[src/design/cdi_pkg.sv]
`timescale 1ns / 1ps
// Shared types, constants and calendar tables for the date interval block.
// No dependencies; used by cdi_date_unit and calendar_date_interval.

package cdi_pkg;

    localparam int unsigned YEAR_W  = 14;
    localparam int unsigned MONTH_W = 4;
    localparam int unsigned DAY_W   = 5;
    localparam int unsigned JDN_W   = 24;
    localparam int unsigned TOTAL_W = 22;
    localparam int unsigned WEEK_W  = 3;

    localparam int unsigned IN_DATA_W  = 48;
    localparam int unsigned OUT_DATA_W = 48;

    // floor(y / 100) as (y * DIV100_MUL) >> DIV100_SHIFT, exact for any 14-bit y
    localparam int unsigned DIV100_MUL   = 5243;
    localparam int unsigned DIV100_SHIFT = 19;

    localparam int unsigned YEAR_MAX    = 9999;
    localparam int unsigned JDN_YEAR_OFS = 4716;
    localparam int unsigned JDN_BIAS    = 1524;
    localparam int unsigned MONTH_JAN   = 1;
    localparam int unsigned MONTH_FEB   = 2;
    localparam int unsigned MONTH_MAR   = 3;
    localparam int unsigned MONTH_DEC   = 12;
    localparam int unsigned FEB_LEAP    = 29;
    localparam int unsigned JAN_DAYS    = 31;

    // One date after validation and Julian day conversion
    typedef struct packed {
        logic [YEAR_W-1:0]  year;
        logic [MONTH_W-1:0] month;
        logic [DAY_W-1:0]   day;
        logic               leap;
        logic               ok;
        logic [JDN_W-1:0]   jdn;
    } t_date_info;

    // Length of a month in a common year
    function automatic logic [DAY_W-1:0] f_month_len(input logic [MONTH_W-1:0] m);
        logic [DAY_W-1:0] len;
        case (m)
            4'd2:                      len = 5'd28;
            4'd4, 4'd6, 4'd9, 4'd11:   len = 5'd30;
            default:                   len = 5'd31;
        endcase
        return len;
    endfunction

    // floor(30.6001 * (m + 1)) for the shifted month 3..14
    function automatic logic [8:0] f_month_ofs(input logic [MONTH_W:0] m);
        logic [8:0] ofs;
        case (m)
            5'd3:    ofs = 9'd122;
            5'd4:    ofs = 9'd153;
            5'd5:    ofs = 9'd183;
            5'd6:    ofs = 9'd214;
            5'd7:    ofs = 9'd244;
            5'd8:    ofs = 9'd275;
            5'd9:    ofs = 9'd306;
            5'd10:   ofs = 9'd336;
            5'd11:   ofs = 9'd367;
            5'd12:   ofs = 9'd397;
            5'd13:   ofs = 9'd428;
            5'd14:   ofs = 9'd459;
            default: ofs = 9'd0;
        endcase
        return ofs;
    endfunction

endpackage

[src/design/cdi_date_unit.sv]
`timescale 1ns / 1ps
// Two-stage date unit: validates one date and converts it to a Julian day number.
// Depends on cdi_pkg.

module cdi_date_unit (
    input  logic                         i_clk,
    input  logic                         i_en,
    input  logic [cdi_pkg::YEAR_W-1:0]   i_year,
    input  logic [cdi_pkg::MONTH_W-1:0]  i_month,
    input  logic [cdi_pkg::DAY_W-1:0]    i_day,
    output cdi_pkg::t_date_info          o_info
);

    // Stage 1: year shift for Jan/Feb, century quotients, year term of the day number
    logic                          w_early;
    logic [cdi_pkg::YEAR_W-1:0]    w_yadj;
    logic [cdi_pkg::MONTH_W:0]     w_madj;
    logic [26:0]                   w_craw_prod;
    logic [26:0]                   w_cadj_prod;
    logic [14:0]                   w_big_y;
    logic [22:0]                   w_x1;

    logic [cdi_pkg::YEAR_W-1:0]    r1_year;
    logic [cdi_pkg::MONTH_W-1:0]   r1_month;
    logic [cdi_pkg::DAY_W-1:0]     r1_day;
    logic [7:0]                    r1_craw;
    logic [7:0]                    r1_cadj;
    logic [22:0]                   r1_x1;
    logic [8:0]                    r1_x2;

    assign w_early     = (i_month <= 4'(cdi_pkg::MONTH_FEB));
    assign w_yadj      = w_early ? (i_year - 14'd1) : i_year;
    assign w_madj      = w_early ? ({1'b0, i_month} + 5'd12) : {1'b0, i_month};
    assign w_craw_prod = 27'(i_year) * 27'(cdi_pkg::DIV100_MUL);
    assign w_cadj_prod = 27'(w_yadj) * 27'(cdi_pkg::DIV100_MUL);
    assign w_big_y     = 15'(w_yadj) + 15'(cdi_pkg::JDN_YEAR_OFS);
    // floor(365.25 * Y) split into 365 * Y + Y / 4
    assign w_x1        = 23'(w_big_y) * 23'd365 + 23'(w_big_y >> 2);

    always_ff @(posedge i_clk) begin
        if (i_en) begin
            r1_year  <= i_year;
            r1_month <= i_month;
            r1_day   <= i_day;
            r1_craw  <= w_craw_prod[cdi_pkg::DIV100_SHIFT +: 8];
            r1_cadj  <= w_cadj_prod[cdi_pkg::DIV100_SHIFT +: 8];
            r1_x1    <= w_x1;
            r1_x2    <= cdi_pkg::f_month_ofs(w_madj);
        end
    end

    // Stage 2: leap rule, range check, day number sum
    logic                          w_century;
    logic                          w_leap;
    logic [cdi_pkg::DAY_W-1:0]     w_mdays;
    logic                          w_ok;
    logic [cdi_pkg::JDN_W-1:0]     w_jdn;
    cdi_pkg::t_date_info           r2_info;

    assign w_century = (15'(r1_year) == 15'(r1_craw) * 15'd100);
    assign w_leap    = w_century ? (r1_craw[1:0] == 2'd0) : (r1_year[1:0] == 2'd0);
    assign w_mdays   = (r1_month == 4'(cdi_pkg::MONTH_FEB) && w_leap)
                     ? 5'(cdi_pkg::FEB_LEAP) : cdi_pkg::f_month_len(r1_month);
    assign w_ok      = (r1_year >= 14'd1) && (r1_year <= 14'(cdi_pkg::YEAR_MAX))
                    && (r1_month >= 4'(cdi_pkg::MONTH_JAN))
                    && (r1_month <= 4'(cdi_pkg::MONTH_DEC))
                    && (r1_day >= 5'd1) && (r1_day <= w_mdays);
    assign w_jdn     = 24'(r1_x1) + 24'(r1_x2) + 24'(r1_day) + 24'd2
                     - 24'(r1_cadj) + 24'(r1_cadj >> 2) - 24'(cdi_pkg::JDN_BIAS);

    always_ff @(posedge i_clk) begin
        if (i_en) begin
            r2_info.year  <= r1_year;
            r2_info.month <= r1_month;
            r2_info.day   <= r1_day;
            r2_info.leap  <= w_leap;
            r2_info.ok    <= w_ok;
            r2_info.jdn   <= w_jdn;
        end
    end

    assign o_info = r2_info;

endmodule

[src/design/calendar_date_interval.sv]
`timescale 1ns / 1ps
// Top level of the calendar date interval block: four-stage pipeline.
// Depends on cdi_pkg and cdi_date_unit.

// Takes one pair of Gregorian dates per transaction and returns the interval from the
// earlier to the later one as years, months, weeks and leftover days, together with the
// absolute difference of their Julian day numbers. A date with a year outside 1..9999,
// a month outside 1..12, a zero day or a day past its month's length (29 February only
// in leap years) sets the tuser flag and zeroes every other field. When the day count
// goes negative a month is borrowed with the length of the month before the later
// date's month; should it still be negative, a January is borrowed as well. The block
// accepts one transaction every cycle while the output is not stalled, and each result
// passes through four register stages (two in each date unit for validation and day
// number, one for ordering and raw differences, one for the borrow and week split). All
// stages advance together whenever the output register is empty or being taken, so
// downstream back-pressure stalls the whole pipeline without loss. No configuration;
// reset clears only the stage valid bits.

module calendar_date_interval (
    input  logic                              i_clk,
    input  logic                              i_rst_n,
    input  logic                              s_axis_tvalid,
    output logic                              s_axis_tready,
    // first_year[13:0], first_month[17:14], first_day[22:18],
    // second_year[36:23], second_month[40:37], second_day[45:41], zero [47:46]
    input  logic [cdi_pkg::IN_DATA_W-1:0]     s_axis_tdata,
    output logic                              m_axis_tvalid,
    input  logic                              m_axis_tready,
    // diff_years[13:0], diff_months[17:14], diff_weeks[20:18], diff_days[23:21],
    // day_span[45:24], zero [47:46]
    output logic [cdi_pkg::OUT_DATA_W-1:0]    m_axis_tdata,
    // bad_date[0]
    output logic [0:0]                        m_axis_tuser
);

    // Whole pipeline moves when the output register can take a new transaction
    logic w_adv;
    logic r_v1, r_v2, r_v3, r_v4;

    assign w_adv         = !r_v4 || m_axis_tready;
    assign s_axis_tready = w_adv;

    always_ff @(posedge i_clk) begin
        if (!i_rst_n) begin
            r_v1 <= 1'b0;
            r_v2 <= 1'b0;
            r_v3 <= 1'b0;
            r_v4 <= 1'b0;
        end else if (w_adv) begin
            r_v1 <= s_axis_tvalid;
            r_v2 <= r_v1;
            r_v3 <= r_v2;
            r_v4 <= r_v3;
        end
    end

    // Stages 1 and 2: one date unit per date
    cdi_pkg::t_date_info w_a;
    cdi_pkg::t_date_info w_b;

    cdi_date_unit u_date_a (
        .i_clk   (i_clk),
        .i_en    (w_adv),
        .i_year  (s_axis_tdata[13:0]),
        .i_month (s_axis_tdata[17:14]),
        .i_day   (s_axis_tdata[22:18]),
        .o_info  (w_a)
    );

    cdi_date_unit u_date_b (
        .i_clk   (i_clk),
        .i_en    (w_adv),
        .i_year  (s_axis_tdata[36:23]),
        .i_month (s_axis_tdata[40:37]),
        .i_day   (s_axis_tdata[45:41]),
        .o_info  (w_b)
    );

    // Stage 3: order the dates, take raw differences. The day number is monotone in
    // the date, so the later date also has the larger day number.
    logic                 w_swap;
    cdi_pkg::t_date_info  w_early;
    cdi_pkg::t_date_info  w_late;

    logic [13:0]                  r3_dy;
    logic signed [4:0]            r3_dm;
    logic signed [6:0]            r3_dd;
    logic [3:0]                   r3_mb;
    logic                         r3_leapb;
    logic [cdi_pkg::TOTAL_W-1:0]  r3_total;
    logic                         r3_bad;

    assign w_swap  = (w_a.year != w_b.year)   ? (w_a.year > w_b.year)
                   : (w_a.month != w_b.month) ? (w_a.month > w_b.month)
                   : (w_a.day > w_b.day);
    assign w_early = w_swap ? w_b : w_a;
    assign w_late  = w_swap ? w_a : w_b;

    always_ff @(posedge i_clk) begin
        if (w_adv) begin
            r3_dy    <= w_late.year - w_early.year;
            r3_dm    <= $signed({1'b0, w_late.month}) - $signed({1'b0, w_early.month});
            r3_dd    <= $signed({2'b0, w_late.day}) - $signed({2'b0, w_early.day});
            r3_mb    <= w_late.month;
            r3_leapb <= w_late.leap;
            r3_total <= cdi_pkg::TOTAL_W'(w_late.jdn - w_early.jdn);
            r3_bad   <= !(w_a.ok && w_b.ok);
        end
    end

    // Stage 4: borrow months, fold negative months into years, split days into weeks
    logic [4:0]           w_blen;
    logic signed [6:0]    w_dd1, w_dd2;
    logic signed [4:0]    w_dm1, w_dm2, w_dm3;
    logic signed [14:0]   w_dy3;
    logic                 w_zero;
    logic [4:0]           w_dd5;
    logic [10:0]          w_wprod;
    logic [2:0]           w_weeks;
    logic [2:0]           w_days;

    logic [13:0]                  r_years;
    logic [3:0]                   r_months;
    logic [2:0]                   r_weeks;
    logic [2:0]                   r_days;
    logic [cdi_pkg::TOTAL_W-1:0]  r_total;
    logic                         r_bad;

    always_comb begin
        if (r3_mb == 4'(cdi_pkg::MONTH_JAN)) begin
            w_blen = 5'(cdi_pkg::JAN_DAYS);
        end else if (r3_mb == 4'(cdi_pkg::MONTH_MAR) && r3_leapb) begin
            w_blen = 5'(cdi_pkg::FEB_LEAP);
        end else begin
            w_blen = cdi_pkg::f_month_len(r3_mb - 4'd1);
        end

        w_dd1 = r3_dd;
        w_dm1 = r3_dm;
        if (r3_dd < 0) begin
            w_dd1 = r3_dd + $signed({2'b0, w_blen});
            w_dm1 = r3_dm - 5'sd1;
        end

        w_dd2 = w_dd1;
        w_dm2 = w_dm1;
        if (w_dd1 < 0) begin
            w_dd2 = w_dd1 + 7'sd31;
            w_dm2 = w_dm1 - 5'sd1;
        end

        w_dm3 = w_dm2;
        w_dy3 = $signed({1'b0, r3_dy});
        if (w_dm2 < 0) begin
            w_dm3 = w_dm2 + 5'sd12;
            w_dy3 = $signed({1'b0, r3_dy}) - 15'sd1;
        end

        w_zero  = r3_bad || (w_dy3 < 0) || (w_dd2 < 0);
        // dd / 7 as (dd * 37) >> 8, exact for dd up to 34
        w_dd5   = w_dd2[4:0];
        w_wprod = 11'(w_dd5) * 11'd37;
        w_weeks = w_wprod[10:8];
        w_days  = 3'(w_dd5 - 5'(w_weeks) * 5'd7);
    end

    always_ff @(posedge i_clk) begin
        if (w_adv) begin
            r_years  <= w_zero ? 14'd0 : w_dy3[13:0];
            r_months <= w_zero ? 4'd0 : w_dm3[3:0];
            r_weeks  <= w_zero ? 3'd0 : w_weeks;
            r_days   <= w_zero ? 3'd0 : w_days;
            r_total  <= r3_bad ? '0 : r3_total;
            r_bad    <= r3_bad;
        end
    end

    assign m_axis_tvalid = r_v4;
    assign m_axis_tdata  = {2'b00, r_total, r_days, r_weeks, r_months, r_years};
    assign m_axis_tuser  = r_bad;

    // A flagged date carries an all-zero interval
    a_bad_zero: assert property (@(posedge i_clk) disable iff (!i_rst_n)
        (m_axis_tvalid && m_axis_tuser[0]) |-> (m_axis_tdata == '0))
        else $error("bad date result carries non-zero fields");

    // Remainder fields stay inside their calendar ranges
    a_ranges: assert property (@(posedge i_clk) disable iff (!i_rst_n)
        m_axis_tvalid |-> (r_months <= 4'd11 && r_weeks <= 3'd4 && r_days <= 3'd6))
        else $error("interval remainder out of range");

    // An accepted transaction occupies the first stage next cycle
    a_fill: assert property (@(posedge i_clk) disable iff (!i_rst_n)
        (s_axis_tvalid && s_axis_tready) |=> r_v1)
        else $error("accepted transaction lost at pipeline entry");

    // A stall freezes the stage valid bits
    a_stall: assert property (@(posedge i_clk) disable iff (!i_rst_n)
        !w_adv |=> ($stable(r_v1) && $stable(r_v2) && $stable(r_v3) && r_v4))
        else $error("pipeline moved during a stall");

endmodule
[config.mk]
export PLATFORM = sky130hd
export DESIGN_NAME = calendar_date_interval
export DESIGN_NICKNAME = d
export VERILOG_FILES = /design/src/design/cdi_pkg.sv /design/src/design/cdi_date_unit.sv /design/src/design/calendar_date_interval.sv
export SDC_FILE = /design/constraint.sdc
export NUM_CORES = 2
export LEC_CHECK = 0
export BUFFER_PORTS_ARGS = -buffer_cell sky130_fd_sc_hd__buf_2
export CAP_MARGIN = 25
export CORE_ASPECT_RATIO = 1.5
export CORE_MARGIN = 8
export CORE_UTILIZATION = 65
export DETAILED_ROUTE_END_ITERATION = 10
export PLACE_DENSITY = 0.82
export REMOVE_ABC_BUFFERS = 1
export SLEW_MARGIN = 10
export SYNTH_ARGS = -nofsm -noshare
export SYNTH_HDL_FRONTEND = slang
export SYNTH_SLANG_ARGS = --single-unit
[constraint.sdc]
create_clock -name i_clk -period 32.1 [get_ports i_clk]
set_input_delay 9.63 -clock i_clk [delete_from_list [all_inputs] [get_ports i_clk]]
set_output_delay 9.63 -clock i_clk [all_outputs]
set_load 0.005 [all_outputs]
# Word-level counts from Yosys, hierarchy flattened
# Memories as Yosys holds them, arrays and structs flattened. A register that Yosys moved wholly into a read port is not among the register bits.
# Index checks and enable logic that the tools add are counted.
[op_classes] addsub=32 multipliers=10 order_cmp=22 eq_ne=21 n_mux=23 n_reduce_logical=26
[ops] operator="$mul A14 B13 Y27 const B" n=4
[ops] operator="$mux W49" n=2
[ops] operator="$add A23 B9 Y24" n=2
[ops] operator="$add A24 B2 Y24 const B" n=2
[ops] operator="$add A24 B5 Y24" n=2
[ops] operator="$add A24 B6 Y24" n=2
[ops] operator="$sub A24 B11 Y24 const B" n=2
[ops] operator="$sub A24 B8 Y24" n=2
[ops] operator="$add A23 B13 Y23" n=2
[ops] operator="$mul A15 B9 Y23 const B" n=2
[ops] operator="$add A14 B13 Y15 const B" n=2
[ops] operator="$eq A14 B15 Y1" n=2
[ops] operator="$ge A14 B1 Y1 const B" n=2
[ops] operator="$le A14 B14 Y1 const B" n=2
[ops] operator="$mux W14" n=2
[ops] operator="$sub A14 B1 Y14 const B" n=2
[ops] operator="$mul A8 B5 Y13 const B" n=2
[ops] operator="$eq A4 B3 Y1 const B" n=6
[ops] operator="$eq A4 B4 Y1 const B" n=6
[ops] operator="$sub A22 B22 Y22" n=1
[ops] operator="$mux W5" n=4
[ops] operator="$eq A4 B2 Y1 const B" n=4
[ops] operator="$lt A15 B1 Y1 const B" n=1
[ops] operator="$mux W15" n=1
[ops] operator="37 further kinds" n=75
[word_totals] register_bits=326 rom_bits=288 output_inout_bits=51 elab_cells=177 mem_count=2
[memory_table] name="(no name shown)" words=16 word_bits=9 rd=1 rd_ports_with_merged_regs=1 wr=0 line_no="cdi_pkg.sv:55" rtl="case (m)"
[memory_table] name="(no name shown)" words=16 word_bits=9 rd=1 rd_ports_with_merged_regs=1 wr=0 line_no="cdi_pkg.sv:55"

# Depth between registers and ports, before layout
[depth] word_depth=15 ltp_mapped=32 depth_no_buf=31

# Cells and area by module
# From an unflattened synthesis, not the netlist that was laid out.
[unflattened] hier_cells=4035 area_unflattened_um2=42077.9
[modules_own_cells] module="cdi_date_unit (u_date_b)" instances=1 cells_per_inst=1606 area_each_um2=17145.2 seq_area_each_um2=3603.5
[modules_own_cells] module="cdi_date_unit (u_date_a)" instances=1 cells_per_inst=1613 area_each_um2=17111.4 seq_area_each_um2=3603.5
[modules_own_cells] module="calendar_date_interval" instances=1 cells_per_inst=816 area_each_um2=7821.3 seq_area_each_um2=3083.0

# Worst setup path after synthesis
# OpenSTA, ideal clock, no wires.
[synth_path] path_kind="input-to-output" startpoint="input port m_axis_tready" endpoint="output port s_axis_tready" arrival_time_ns=18.933 required_ns=22.470 slack_ns=3.537 path_stages=2 path_cell_list="nand2b_1 clkbuf_1"
[synth_via] elab_chain_len=1
[synth_rtl] item="start, declared" line_no="calendar_date_interval.sv:28" rtl="input logic m_axis_tready,"
[synth_rtl] item="$logic_or A1 B1 Y1" line_no="calendar_date_interval.sv:40" rtl="assign w_adv = !r_v4 || m_axis_tready;"
[synth_rtl] item="end, declared" line_no="calendar_date_interval.sv:23" rtl="output logic s_axis_tready,"
# Every way passes these cells.

# Final worst setup path
# Same ends and word-level chain as after synthesis.

==> impl_metrics.json <==
{
  "drc": 0,
  "synth.distinct_cells": 75,
  "syn_inst": 3884,
  "clkSinkCount": 338,
  "worst_skew_pair.late_latency_ns": 0.59,
  "setup_viol": 0,
  "wl_per_cell_um": 16.9,
  "drv_slew": 0,
  "syn_area_per_cell_um2": 10.5,
  "slew_headroom_pct": 30.2,
  "numCtsBuffers": 31,
  "hold_ws_ns": 0.465,
  "crit_arrival_ns": 10.55,
  "r2r_start": "u_date_a.o_info[44]",
  "yosys_warnings": 0,
  "regToRegSetupSlack_ns": 26.04,
  "endpoint_kind": "output port",
  "post_cts_buffers": 0,
  "holdPathEnd": "m_axis_tvalid",
  "top_layer_used": "met4",
  "grt_pass1_wl_um": 137000,
  "dr_total_vias": 27000,
  "fin_cells": 4837,
  "area_delta_synth_final_pct": 6.34,
  "r2r_end": "r3_total[20]",
  "whs_path_depth": 2,
  "fmax_mhz": 49.5,
  "synth_top_cell_by_area": "edfxtp_1",
  "min-delay-path-class": "reg2reg",
  "setup-tns-final_ns": 0,
  "fin_crit_ns": 20.18,
  "async_flop_share_pct": 0,
  "status": "completed",
  "clkSlewWorstSetupHoldPaths_ns": 0.06,
  "cts_hold_buf": 0,
  "grt_usage_pct": 24.0,
  "worstPathRequired_ns": 22.47,
  "tightestPinTransition_ns": 1.03,
  "met3_length_um": 2670,
  "drt-initial-drc-count": 1243,
  "rsz0062_at_grt": "no",
  "timing.final.crit_share_pct": 62.9,
  "synth_top_flop_cell": "edfxtp_1",
  "initial_core_util_pct": 65.5,
  "hpwl_um": 69500,
  "avgViaCountPerCell": 5.59,
  "crit_path_cell_trace": "buf_2, nand2b_4, buf_2",
  "dp.cells": 4782,
  "cts_max_path_buffers": 3,
  "fp.dieW_um": 220,
  "nets": 5267,
  "gp_congestion": 0.947,
  "yosysSeqAreaShare_pct": 24.9,
  "ant_nets": 0,
  "gr-total-overflow": 0,
  "clock-skew-final_ns": 0.0183,
  "yosys-top-cells-area": "edfxtp_1, ha_1, fa_1",
  "worst_setup_path_start_kind": "primary input",
  "first_global_vias": 29400,
  "cts_max_level": 1,
  "post_cts_resized": 0,
  "first_pass_iters": 5,
  "io_pins": 103,
  "die_height_um": 322,
  "antenna_found_initial": 2,
  "die_area_um2": 70900,
  "cpMaxStageDelayCell": "nand2b_4",
  "crit_type": "in2out",
  "grt_max_degree": 162,
  "routed-wl-met2_um": 44900,
  "holdCritStartpoint": "r_v3",
  "port_buffers": 98,
  "rows": 112,
  "critPathMaxFanout": 46,
  "reg2reg_depth": 21,
  "coreArea_um2": 62100,
  "cts_tree": "yes",
  "synth_area_um2": 40600,
  "hold_viol": 0,
  "met1_length_um": 29700,
  "layout_common_cells": "inv_1, ha_1, fa_1",
  "maxCapViolCount": 0,
  "synth_edf_count": 334,
  "drive_gt1_share_pct": 4.88,
  "cts_root_buf": "clkbuf_16",
  "final_common_cell": "inv_1",
  "synth-seq-cells": 338,
  "critPathMostFrequentCell": "buf_2",
  "wl_um": 81800,
  "slowest_delay_ns": 0.57,
  "netlist.area_leader.share_pct": 24.7
}
==> critical path: cells and delay by family <==
kind,cells,cell delay (ns)
AND/OR/NAND/NOR,1,0.57
buffers and inverters,2,0.32
==> cell usage after synthesis (54+ instances only) <==
master,instances
o21ai_0,91
edfxtp_1,334
xor2_1,54
xnor2_1,214
inv_1,908
nor3_1,57
nor2_1,160
fa_1,412
nor2b_1,65
a21oi_1,143
ha_1,786
nand2_1,135
==> metal layers <==
metal / global-route usage (%) / vias to the layer above
met5: 0 / -
met4: 12.5 / 0
met3: 1.94 / 246
met2: 47.3 / 540
met1: 24.8 / 13100
li1: - / 13100
==> per-stage QoR <==
step,setup WS (ns),util [%],cell area [um2]
after floorplan,4.72,-,40500
after global placement,11.90,68.0,42200
after detailed placement,11.88,68.0,42200
after CTS,11.88,69.6,43200
after global routing,11.82,69.6,43200
final,11.92,69.6,43200
==> flip-flops by register name, indices dropped and copies added (netlist names), 22 cells and up <==
register / flops
u_date_a.o_info: 47
u_date_b.o_info: 47
r3_total: 22
r_total: 22
u_date_a.r1_x1: 22
u_date_b.r1_x1: 22
==> kinds of logic after synthesis <==
| family | share of synthesized area, % |
|---|---|
| xor gates and xnor gates | 5.78 |
| adders and majority gates | 44.9 |
| AOI/OAI and AO/OA | 8.11 |
| buffers and inverters | 8.67 |
| other | 0.00923 |
| muxes | 0.274 |
| DFF | 24.9 |
| and+or+nand+nor | 7.32 |
==> worst max path at each step <==
stage | cells after the start | end | slack (ns) | startpoint
after global routing | 3 | s_axis_tready | 11.82 | m_axis_tready
after global placement | 3 | s_axis_tready | 11.90 | m_axis_tready
after CTS | 3 | s_axis_tready | 11.88 | m_axis_tready
after detailed placement | 3 | s_axis_tready | 11.88 | m_axis_tready
after floorplan | 1 | s_axis_tready | 4.72 | m_axis_tready
final | 3 | s_axis_tready | 11.92 | m_axis_tready
==> final cells by class <==
| cell class | count | area, um2 |
|---|---|---|
| timing repair buffer | 125 | 703 |
| antenna | 2 | 5.00 |
| fill | 4450 | 18900 |
| multi-input combinational | 2613 | 27000 |
| clock inverter | 15 | 165 |
| clock buffer | 38 | 802 |
| tap | 798 | 998 |
| inverter | 908 | 3410 |
| sequential | 338 | 10100 |
Power is not shown: default switching activity piles up to over one toggle a cycle in this logic, so the estimate is an artifact.
